`src/rtl/core/ps2mpt_pkg.sv`:
```
// shared types, header bit positions and movement helpers for the ps2 mouse packet tracker
package ps2mpt_pkg;

   localparam int unsigned POS_WIDTH  = 32;
   localparam int unsigned BYTE_WIDTH = 8;
   localparam int unsigned STEP_WIDTH = 10;

   localparam int unsigned HDR_LEFT_BIT  = 0;
   localparam int unsigned HDR_RIGHT_BIT = 1;
   localparam int unsigned HDR_VALID_BIT = 3;
   localparam int unsigned HDR_XSIGN_BIT = 4;
   localparam int unsigned HDR_YSIGN_BIT = 5;
   localparam int unsigned HDR_XOVF_BIT  = 6;
   localparam int unsigned HDR_YOVF_BIT  = 7;

   localparam logic signed [STEP_WIDTH-1:0] OVF_STEP = STEP_WIDTH'(255);

   typedef enum logic [2:0] {
      PHASE_HEADER = 3'b001,
      PHASE_XDATA  = 3'b010,
      PHASE_YDATA  = 3'b100
   } phase_type;

   typedef struct packed {
      logic signed [POS_WIDTH-1:0] x_position;
      logic signed [POS_WIDTH-1:0] y_position;
      logic                        left_button;
      logic                        right_button;
   } result_type;

   // signed movement: +byte, or -((256-byte) mod 256), plus or minus 255 on overflow
   function automatic logic signed [STEP_WIDTH-1:0] move_step(
      input logic [BYTE_WIDTH-1:0] data,
      input logic                  sign,
      input logic                  ovf
   );
      logic signed [STEP_WIDTH-1:0] base;
      logic signed [STEP_WIDTH-1:0] extra;
      if (!sign) begin
         base  = {2'b00, data};
         extra = OVF_STEP;
      end else begin
         base  = (data == '0) ? '0 : {2'b11, data};
         extra = -OVF_STEP;
      end
      move_step = ovf ? base + extra : base;
   endfunction

endpackage

```
`src/rtl/core/ps2mpt_req_if.sv`:
```
// request channel carrying one received mouse byte
interface ps2mpt_req_if
   import ps2mpt_pkg::*;
();
   logic                  valid;
   logic                  ready;
   logic [BYTE_WIDTH-1:0] rx_byte;

   modport source (output valid, output rx_byte, input ready);
   modport sink   (input valid, input rx_byte, output ready);
endinterface

```
`src/rtl/core/ps2mpt_rsp_if.sv`:
```
// response channel carrying one decoded packet result
interface ps2mpt_rsp_if
   import ps2mpt_pkg::*;
();
   logic                        valid;
   logic                        ready;
   logic signed [POS_WIDTH-1:0] x_position;
   logic signed [POS_WIDTH-1:0] y_position;
   logic                        left_button;
   logic                        right_button;

   modport source (output valid, output x_position, output y_position,
                   output left_button, output right_button, input ready);
   modport sink   (input valid, input x_position, input y_position,
                   input left_button, input right_button, output ready);
endinterface

```
`src/rtl/core/ps2mpt_input_stage.sv`:
```
// input register holding one received byte until the framer takes it
module ps2mpt_input_stage
   import ps2mpt_pkg::*;
(
   input  logic                  clock,
   input  logic                  reset,
   ps2mpt_req_if.sink            req_bus,
   input  logic                  item_take,
   output logic                  item_valid,
   output logic [BYTE_WIDTH-1:0] item_byte
);

   logic                  valid_ff;
   logic                  valid_in;
   logic [BYTE_WIDTH-1:0] byte_ff;
   logic                  transfer;

   assign req_bus.ready = !valid_ff || item_take;
   assign transfer      = req_bus.valid && req_bus.ready;

   always_comb begin
      if (transfer) begin
         valid_in = 1'b1;
      end else if (item_take) begin
         valid_in = 1'b0;
      end else begin
         valid_in = valid_ff;
      end
   end

   always_ff @(posedge clock) begin
      if (reset) begin
         valid_ff <= 1'b0;
      end else begin
         valid_ff <= valid_in;
      end
   end

   always_ff @(posedge clock) begin
      if (transfer) begin
         byte_ff <= req_bus.rx_byte;
      end
   end

   assign item_valid = valid_ff;
   assign item_byte  = byte_ff;

endmodule

```
`src/rtl/core/ps2mpt_framer.sv`:
```
// packet framing, movement decode and position accumulators
module ps2mpt_framer
   import ps2mpt_pkg::*;
(
   input  logic                  clock,
   input  logic                  reset,
   input  logic                  item_valid,
   input  logic [BYTE_WIDTH-1:0] item_byte,
   input  logic                  out_free,
   output logic                  item_take,
   output logic                  result_load,
   output result_type            result
);

   phase_type                    phase_ff;
   phase_type                    phase_in;
   logic [BYTE_WIDTH-1:0]        header_ff;
   logic [BYTE_WIDTH-1:0]        header_in;
   logic [BYTE_WIDTH-1:0]        xdata_ff;
   logic [BYTE_WIDTH-1:0]        xdata_in;
   logic signed [POS_WIDTH-1:0]  x_accum_ff;
   logic signed [POS_WIDTH-1:0]  x_accum_in;
   logic signed [POS_WIDTH-1:0]  y_accum_ff;
   logic signed [POS_WIDTH-1:0]  y_accum_in;
   logic signed [STEP_WIDTH-1:0] x_step;
   logic signed [STEP_WIDTH-1:0] y_step;
   logic                         need_slot;

   assign need_slot   = (phase_ff == PHASE_YDATA);
   assign item_take   = item_valid && (!need_slot || out_free);
   assign result_load = item_take && need_slot;

   assign x_step = move_step(xdata_ff, header_ff[HDR_XSIGN_BIT], header_ff[HDR_XOVF_BIT]);
   assign y_step = move_step(item_byte, header_ff[HDR_YSIGN_BIT], header_ff[HDR_YOVF_BIT]);

   always_comb begin
      phase_in   = phase_ff;
      header_in  = header_ff;
      xdata_in   = xdata_ff;
      x_accum_in = x_accum_ff;
      y_accum_in = y_accum_ff;
      if (item_take) begin
         case (phase_ff)
            PHASE_XDATA: begin
               xdata_in = item_byte;
               phase_in = PHASE_YDATA;
            end
            PHASE_YDATA: begin
               x_accum_in = x_accum_ff + POS_WIDTH'(x_step);
               y_accum_in = y_accum_ff - POS_WIDTH'(y_step);
               phase_in   = PHASE_HEADER;
            end
            default: begin
               if (item_byte[HDR_VALID_BIT]) begin
                  header_in = item_byte;
                  phase_in  = PHASE_XDATA;
               end else begin
                  phase_in = PHASE_HEADER;
               end
            end
         endcase
      end
   end

   always_ff @(posedge clock) begin
      if (reset) begin
         phase_ff   <= PHASE_HEADER;
         header_ff  <= '0;
         xdata_ff   <= '0;
         x_accum_ff <= '0;
         y_accum_ff <= '0;
      end else begin
         phase_ff   <= phase_in;
         header_ff  <= header_in;
         xdata_ff   <= xdata_in;
         x_accum_ff <= x_accum_in;
         y_accum_ff <= y_accum_in;
      end
   end

   assign result.x_position   = x_accum_in;
   assign result.y_position   = y_accum_in;
   assign result.left_button  = header_ff[HDR_LEFT_BIT];
   assign result.right_button = header_ff[HDR_RIGHT_BIT];

endmodule

```
`src/rtl/core/ps2mpt_result_stage.sv`:
```
// output register holding one packet result until the consumer takes it
module ps2mpt_result_stage
   import ps2mpt_pkg::*;
(
   input  logic         clock,
   input  logic         reset,
   input  logic         result_load,
   input  result_type   result,
   output logic         out_free,
   ps2mpt_rsp_if.source rsp_bus
);

   logic       valid_ff;
   logic       valid_in;
   result_type result_ff;

   assign out_free = !valid_ff || rsp_bus.ready;

   always_comb begin
      if (result_load) begin
         valid_in = 1'b1;
      end else if (rsp_bus.ready) begin
         valid_in = 1'b0;
      end else begin
         valid_in = valid_ff;
      end
   end

   always_ff @(posedge clock) begin
      if (reset) begin
         valid_ff <= 1'b0;
      end else begin
         valid_ff <= valid_in;
      end
   end

   always_ff @(posedge clock) begin
      if (result_load) begin
         result_ff <= result;
      end
   end

   assign rsp_bus.valid        = valid_ff;
   assign rsp_bus.x_position   = result_ff.x_position;
   assign rsp_bus.y_position   = result_ff.y_position;
   assign rsp_bus.left_button  = result_ff.left_button;
   assign rsp_bus.right_button = result_ff.right_button;

endmodule

```
`src/rtl/core/ps2mpt_pkg_top_note.sv`:
```
// framer wrapper joining the input register, the framer and the result register
module ps2mpt_core
   import ps2mpt_pkg::*;
(
   input  logic         clock,
   input  logic         reset,
   ps2mpt_req_if.sink   req_bus,
   ps2mpt_rsp_if.source rsp_bus
);

   logic                  item_valid;
   logic [BYTE_WIDTH-1:0] item_byte;
   logic                  item_take;
   logic                  result_load;
   logic                  out_free;
   result_type            result;

   ps2mpt_input_stage u_input (
      .clock      (clock),
      .reset      (reset),
      .req_bus    (req_bus),
      .item_take  (item_take),
      .item_valid (item_valid),
      .item_byte  (item_byte)
   );

   ps2mpt_framer u_framer (
      .clock       (clock),
      .reset       (reset),
      .item_valid  (item_valid),
      .item_byte   (item_byte),
      .out_free    (out_free),
      .item_take   (item_take),
      .result_load (result_load),
      .result      (result)
   );

   ps2mpt_result_stage u_result (
      .clock       (clock),
      .reset       (reset),
      .result_load (result_load),
      .result      (result),
      .out_free    (out_free),
      .rsp_bus     (rsp_bus)
   );

endmodule

```
`src/rtl/core/ps2_mouse_packet_tracker_top.sv`:
```
// top level of the ps2 mouse packet tracker
//
//   channel   role     payload
//   req_bus   sink     rx_byte (8 bits, one mouse byte)
//   rsp_bus   source   x_position, y_position (32 bits signed), left_button, right_button
//
// one byte per cycle while the result register does not stall the third byte; a
// byte passes the input register and the framer logic and lands in the result
// register, which loads a result when the framer takes its third byte
// reset (synchronous, active high) clears phase, header, x byte and both positions
// only the third byte of a packet waits on a free result register; header and
// x bytes keep flowing while a result stalls
module ps2_mouse_packet_tracker_top
   import ps2mpt_pkg::*;
(
   input  logic         clock,
   input  logic         reset,
   ps2mpt_req_if.sink   req_bus,
   ps2mpt_rsp_if.source rsp_bus
);

   ps2mpt_core u_core (
      .clock   (clock),
      .reset   (reset),
      .req_bus (req_bus),
      .rsp_bus (rsp_bus)
   );

endmodule
```
`src/flat_wrapper.sv`:
```
// flat-port wrapper written by rule: the top's interface ports become plain ports
module ps2_mouse_packet_tracker_top_flat import ps2mpt_pkg::*;
  (clock, reset, req_bus_valid, req_bus_rx_byte, req_bus_ready, rsp_bus_valid, rsp_bus_x_position, rsp_bus_y_position, rsp_bus_left_button, rsp_bus_right_button, rsp_bus_ready);
  ps2mpt_req_if req_bus_i ();
  ps2mpt_rsp_if rsp_bus_i ();
  input  logic clock;
  input  logic reset;
  input wire logic [$bits(req_bus_i.valid)-1:0] req_bus_valid;
  input wire logic [$bits(req_bus_i.rx_byte)-1:0] req_bus_rx_byte;
  output wire logic [$bits(req_bus_i.ready)-1:0] req_bus_ready;
  output wire logic [$bits(rsp_bus_i.valid)-1:0] rsp_bus_valid;
  output wire logic [$bits(rsp_bus_i.x_position)-1:0] rsp_bus_x_position;
  output wire logic [$bits(rsp_bus_i.y_position)-1:0] rsp_bus_y_position;
  output wire logic [$bits(rsp_bus_i.left_button)-1:0] rsp_bus_left_button;
  output wire logic [$bits(rsp_bus_i.right_button)-1:0] rsp_bus_right_button;
  input wire logic [$bits(rsp_bus_i.ready)-1:0] rsp_bus_ready;
  assign req_bus_i.valid = req_bus_valid;
  assign req_bus_i.rx_byte = req_bus_rx_byte;
  assign req_bus_ready = req_bus_i.ready;
  assign rsp_bus_valid = rsp_bus_i.valid;
  assign rsp_bus_x_position = rsp_bus_i.x_position;
  assign rsp_bus_y_position = rsp_bus_i.y_position;
  assign rsp_bus_left_button = rsp_bus_i.left_button;
  assign rsp_bus_right_button = rsp_bus_i.right_button;
  assign rsp_bus_i.ready = rsp_bus_ready;
  ps2_mouse_packet_tracker_top u_core (.clock(clock), .reset(reset), .req_bus(req_bus_i), .rsp_bus(rsp_bus_i));
endmodule
```
`config.mk`:
```
export PLATFORM = sky130hd
export DESIGN_NAME = ps2_mouse_packet_tracker_top_flat
export DESIGN_NICKNAME = d
export VERILOG_FILES = /design/src/rtl/core/ps2mpt_pkg.sv /design/src/rtl/core/ps2mpt_req_if.sv /design/src/rtl/core/ps2mpt_rsp_if.sv /design/src/rtl/core/ps2mpt_input_stage.sv /design/src/rtl/core/ps2mpt_framer.sv /design/src/rtl/core/ps2mpt_result_stage.sv /design/src/rtl/core/ps2mpt_pkg_top_note.sv /design/src/rtl/core/ps2_mouse_packet_tracker_top.sv /design/src/flat_wrapper.sv
export SDC_FILE = /design/constraint.sdc
export NUM_CORES = 1
export LEC_CHECK = 0
export ABC_AREA = 0
export ABC_CLOCK_PERIOD_IN_PS = 5140
export BUFFER_PORTS_ARGS = -buffer_cell sky130_fd_sc_hd__buf_4
export CAP_MARGIN = 20
export CORE_ASPECT_RATIO = 2
export CORE_MARGIN = 1.5
export CORE_UTILIZATION = 35
export CTS_CLUSTER_DIAMETER = 100
export CTS_CLUSTER_SIZE = 25
export DETAILED_ROUTE_END_ITERATION = 12
export PLACE_DENSITY = 0.52
export SETUP_SLACK_MARGIN = 0.05
export SYNTH_ARGS = -nofsm -noshare
export SYNTH_HDL_FRONTEND = slang
export SYNTH_HIERARCHICAL = 1
export SYNTH_SLANG_ARGS = --single-unit
export TNS_END_PERCENT = 100
```
`constraint.sdc`:
```
create_clock -name clock -period 5.14 [get_ports clock]
set_input_delay 0.257 -clock clock [delete_from_list [all_inputs] [get_ports clock]]
set_output_delay 0.257 -clock clock [all_outputs]
set_load 0.005 [all_outputs]
```
==> flow_results.xml <==
<?xml version="1.0" encoding="UTF-8"?>
<metrics>
  <group name="clock_network">
    <metric name="clkTransAtPathRegs" unit="ns">0.07</metric>
    <metric name="clk_latency" unit="ns">0.45</metric>
    <metric name="cts_made_buffers" unit="">17</metric>
    <metric name="max-clock-path-buffers" unit="">2</metric>
    <metric name="clk_root_buffer_cell" unit="">sky130_fd_sc_hd__clkbuf_16</metric>
    <metric name="cts_num_sinks" unit="">157</metric>
    <metric name="htree_levels" unit="">4</metric>
    <metric name="tritoncts" unit="">done</metric>
    <metric name="cts_post_setup_buffers_inserted" unit="">0</metric>
  </group>
  <group name="critical_path">
    <metric name="critPathRequiredTime" unit="ns">5.34</metric>
    <metric name="cp_data_arrival_time" unit="ns">4.87</metric>
    <metric name="worstSetupEndpointType" unit="">flip-flop</metric>
    <metric name="crit_fanout" unit="">5</metric>
    <metric name="critical_path.reg2reg.startpoint" unit="">u_core/u_core/u_framer/header_ff[4]$_SDFFE_PP0P_</metric>
    <metric name="critPathKind" unit="">reg -&gt; reg</metric>
    <metric name="critPathLaunch" unit="">u_core/u_core/u_framer/header_ff[4]$_SDFFE_PP0P_</metric>
    <metric name="crit_path_start_kind" unit="">flip-flop</metric>
  </group>
  <group name="worst_hold_path">
    <metric name="min-delay-start" unit="">req_bus_valid</metric>
    <metric name="min-delay-path-class" unit="">in -&gt; reg</metric>
  </group>
  <group name="power_and_ir_drop">
    <metric name="internal_power" unit="uW">2194</metric>
    <metric name="p_seq_frac" unit="">0.458</metric>
    <metric name="switching_share" unit="">0.2474</metric>
    <metric name="pwr-share-comb" unit="">0.086</metric>
    <metric name="power_density" unit="nW/um^2">257.6</metric>
    <metric name="clock_power_share" unit="">0.456</metric>
    <metric name="switching_pwr" unit="uW">721.1</metric>
    <metric name="power.leakage" unit="uW">0.004733</metric>
    <metric name="irDropWorstVdd" unit="V">0.0002179</metric>
  </group>
  <group name="sta">
    <metric name="min_period_over_period" unit="">0.9091</metric>
    <metric name="hold_violations" unit="">0</metric>
    <metric name="period_minus_slack" unit="ns">4.673</metric>
    <metric name="tightest_slew" unit="ns">1.069</metric>
    <metric name="setup_viol_count_final" unit="">0</metric>
    <metric name="layout_setup_ws" unit="ns">0.4675</metric>
    <metric name="slew_headroom" unit="">0.2874</metric>
    <metric name="timing_max_transition_violations_final" unit="">0</metric>
    <metric name="clock-skew-final" unit="ns">0.01238</metric>
    <metric name="totalNegativeSetupSlack" unit="ns">0</metric>
    <metric name="fmax" unit="MHz">214.0</metric>
    <metric name="grt_setup_unrepaired" unit="">false</metric>
  </group>
  <group name="yosys">
    <metric name="synth-main-ff-cell" unit="">sky130_fd_sc_hd__dfxtp_1</metric>
    <metric name="syn_inst" unit="">1073</metric>
    <metric name="yosys_register_bits" unit="">157</metric>
    <metric name="synth_nets" unit="">1157</metric>
    <metric name="post_synthesis_average_cell_area" unit="um^2">9.050</metric>
    <metric name="yosysWarningCount" unit="">6</metric>
    <metric name="async_reset_ff_frac" unit="">0</metric>
    <metric name="ys_seq_area_frac" unit="">0.3999</metric>
    <metric name="synth_enable_flop_cells" unit="">74</metric>
    <metric name="ys_types" unit="">73</metric>
    <metric name="syn_area" unit="um^2">9711</metric>
  </group>
  <group name="layout">
    <metric name="mostFrequentLayoutCell" unit="">sky130_fd_sc_hd__nand2_1</metric>
    <metric name="final_cell_mix" unit="">sky130_fd_sc_hd__nand2_1, sky130_fd_sc_hd__a21oi_1, sky130_fd_sc_hd__buf_4</metric>
    <metric name="antenna_cells_inserted" unit="">0</metric>
    <metric name="finish.net_count" unit="">1228</metric>
    <metric name="areaGrowthSynthToFinish" unit="%">16.53</metric>
    <metric name="drive_above_1_share" unit="">0.1357</metric>
  </group>
  <group name="drt">
    <metric name="route.vias.total" unit="">7999</metric>
    <metric name="post-route-drc-count" unit="">0</metric>
    <metric name="routed_via_density" unit="">5.301</metric>
    <metric name="antenna_nets_post_route" unit="">0</metric>
    <metric name="drt_pre_antenna_iters" unit="">4</metric>
    <metric name="routedWlPerCell" unit="um">16.21</metric>
    <metric name="route.final.wire_length" unit="um">24460</metric>
    <metric name="drt-initial-drc-count" unit="">409</metric>
  </group>
  <group name="job">
    <metric name="maxCapViolations" unit="">0</metric>
  </group>
  <group name="floorplan">
    <metric name="floorplan.die.height" unit="um">238.6</metric>
    <metric name="number_of_top_level_pins" unit="">80</metric>
    <metric name="rows" unit="">86</metric>
    <metric name="die_w" unit="um">120.8</metric>
    <metric name="core_region_area" unit="um^2">27440</metric>
    <metric name="initial_core_util" unit="">0.3539</metric>
    <metric name="die-area" unit="um^2">28810</metric>
  </group>
  <group name="global_route">
    <metric name="grt_start_max_net_pins" unit="">87</metric>
    <metric name="grt_antenna_before_repair" unit="">0</metric>
    <metric name="grt_usage" unit="">0.1772</metric>
    <metric name="wire_length_of_the_first_global_routing_pass" unit="um">40080</metric>
    <metric name="gr-total-overflow" unit="">0</metric>
    <metric name="first_global_vias" unit="">8079</metric>
  </group>
  <group name="placed_design">
    <metric name="pre_cts_slack" unit="ns">0.4634</metric>
    <metric name="dp_hpwl" unit="um">17890</metric>
    <metric name="finalWeightedCongestion" unit="">0.8964</metric>
    <metric name="buffer_ports.inserted" unit="">79</metric>
  </group>
  <group name="outcome">
    <metric name="status" unit="">completed</metric>
  </group>
</metrics>
==> critical path, stage by stage (launching register included) <==
cell	delay [ns]
sky130_fd_sc_hd__dfxtp_1	0.33
sky130_fd_sc_hd__clkinv_1	0.18
sky130_fd_sc_hd__ha_1	0.34
sky130_fd_sc_hd__a21o_1	0.18
sky130_fd_sc_hd__maj3_1	0.38
sky130_fd_sc_hd__a21oi_1	0.27
sky130_fd_sc_hd__o21ai_0	0.11
sky130_fd_sc_hd__o2bb2ai_1	0.13
sky130_fd_sc_hd__a21oi_1	0.18
sky130_fd_sc_hd__xnor2_1	0.08
sky130_fd_sc_hd__mux2_2	0.28
sky130_fd_sc_hd__ha_1	0.33
sky130_fd_sc_hd__a2111oi_0	0.35
sky130_fd_sc_hd__o21ai_1	0.19
sky130_fd_sc_hd__a31oi_2	0.23
sky130_fd_sc_hd__o21ai_1	0.17
sky130_fd_sc_hd__o41ai_2	0.34
sky130_fd_sc_hd__mux2i_1	0.29
sky130_fd_sc_hd__nand2_1	0.08
==> worst paths after layout <==
path	to	slack, ns	cells past startpoint
worst min-delay path	u_core/u_core/u_input/item_valid$_SDFFE_PP0P_	0.07	3
worst max register to register	u_core/u_core/u_result/rsp_bus.x_position[28]$_DFFE_PP_	0.47	18
worst min register to register	u_core/u_core/u_result/rsp_bus.right_button$_DFFE_PP_	0.45	0
worst max-delay path	u_core/u_core/u_result/rsp_bus.x_position[28]$_DFFE_PP_	0.47	18
==> cell usage after synthesis (all sizes together), types with 15 or more instances <==
cell / instances / area [um^2]
a21o: 25 / 187.7
a21oi: 99 / 503.0
a31oi: 15 / 106.4
clkbuf: 35 / 131.4
dfxtp: 83 / 1662
edfxtp: 74 / 2222
ha: 69 / 863.3
inv: 31 / 116.4
mux2i: 20 / 203.9
nand2: 142 / 533.0
nand3: 28 / 140.1
nor2: 67 / 251.5
nor2b: 33 / 206.5
nor3: 26 / 130.1
o21ai: 77 / 396.6
xnor2: 39 / 341.6
xor2: 16 / 140.1
==> layer usage <==
metal | track usage | share of wire | wire [um]
met3 | 0.02839 | 0.025 | 620
met1 | 0.1790 | 0.38 | 9313
met2 | 0.3428 | 0.56 | 13700
met5 | 0 | 0 | 0
met4 | 0.08770 | 0.034 | 823
==> per-stage QoR <==
| stage | hold slack [ns] | util | area [um^2] | std cells | total power [uW] |
|---|---|---|---|---|---|
| 6_report | 0.06604 | 0.4124 | 11320 | 1509 | 2915 |
| 5_1_grt | 0.08943 | 0.4124 | 11320 | 1509 | 3037 |
| 4_1_cts | 0.03393 | 0.4124 | 11310 | 1509 | 2965 |
| 3_5_place_dp | 0.4364 | 0.3872 | 10620 | 1469 | 1611 |
| 3_3_place_gp | 0.4368 | 0.3872 | 10620 | 1469 | 1609 |
| 2_1_floorplan | 0.3194 | - | 9711 | 1073 | 1547 |
==> sequential cells by signal, indices dropped and copies added, names as in the netlist <==
register                                     flops
u_core/u_core/u_input/item_valid                 1
u_core/u_core/u_input/item_byte                  8
u_core/u_core/u_framer/phase_ff                  3
u_core/u_core/u_result/rsp_bus.left_button       1
u_core/u_core/u_result/rsp_bus.valid             1
u_core/u_core/u_framer/x_accum_ff               32
u_core/u_core/u_result/rsp_bus.right_button      1
u_core/u_core/u_result/rsp_bus.x_position       32
u_core/u_core/u_framer/header_ff                 6
u_core/u_core/u_result/rsp_bus.y_position       32
u_core/u_core/u_framer/xdata_ff                  8
u_core/u_core/u_framer/y_accum_ff               32
==> what timing repair did <==
item / CTS / global route
setup endpoints to repair: 0 / 2
hold endpoints to repair: 8 / 0
hold buffers: 8 / 0
resized for setup: 0 / 1
==> cell families after synthesis <==
kind of cell	share of synthesized area
AO/OA/AOI/OAI	0.1966
multiplexers	0.03298
AND/OR/NAND/NOR	0.1857
adder cells (fa/ha/maj)	0.09921
buffers and inverters	0.03595
XOR/XNOR	0.04961
flip-flops	0.3999
==> final cells by class <==
cell class / instances / area, um^2
clock buffers: 17 / 425.4
repair buffers: 100 / 770.7
inverters: 32 / 122.6
multi-input cells: 836 / 5488
clock inverters: 15 / 185.2
flip-flops and latches: 157 / 3884
fillers: 2755 / 16120
well taps: 352 / 440.4
==> power by group through the flow <==
stage                     logic (uW)  registers, uW  clock network [uW]
after floorplan                  196           1350                   0
after global placement           247           1360                   0
after detailed placement         248           1360                   0
after CTS                        254           1330                1380
after global routing             284           1340                1420
final                            252           1330                1330
Power figures use the tool's default switching activity.
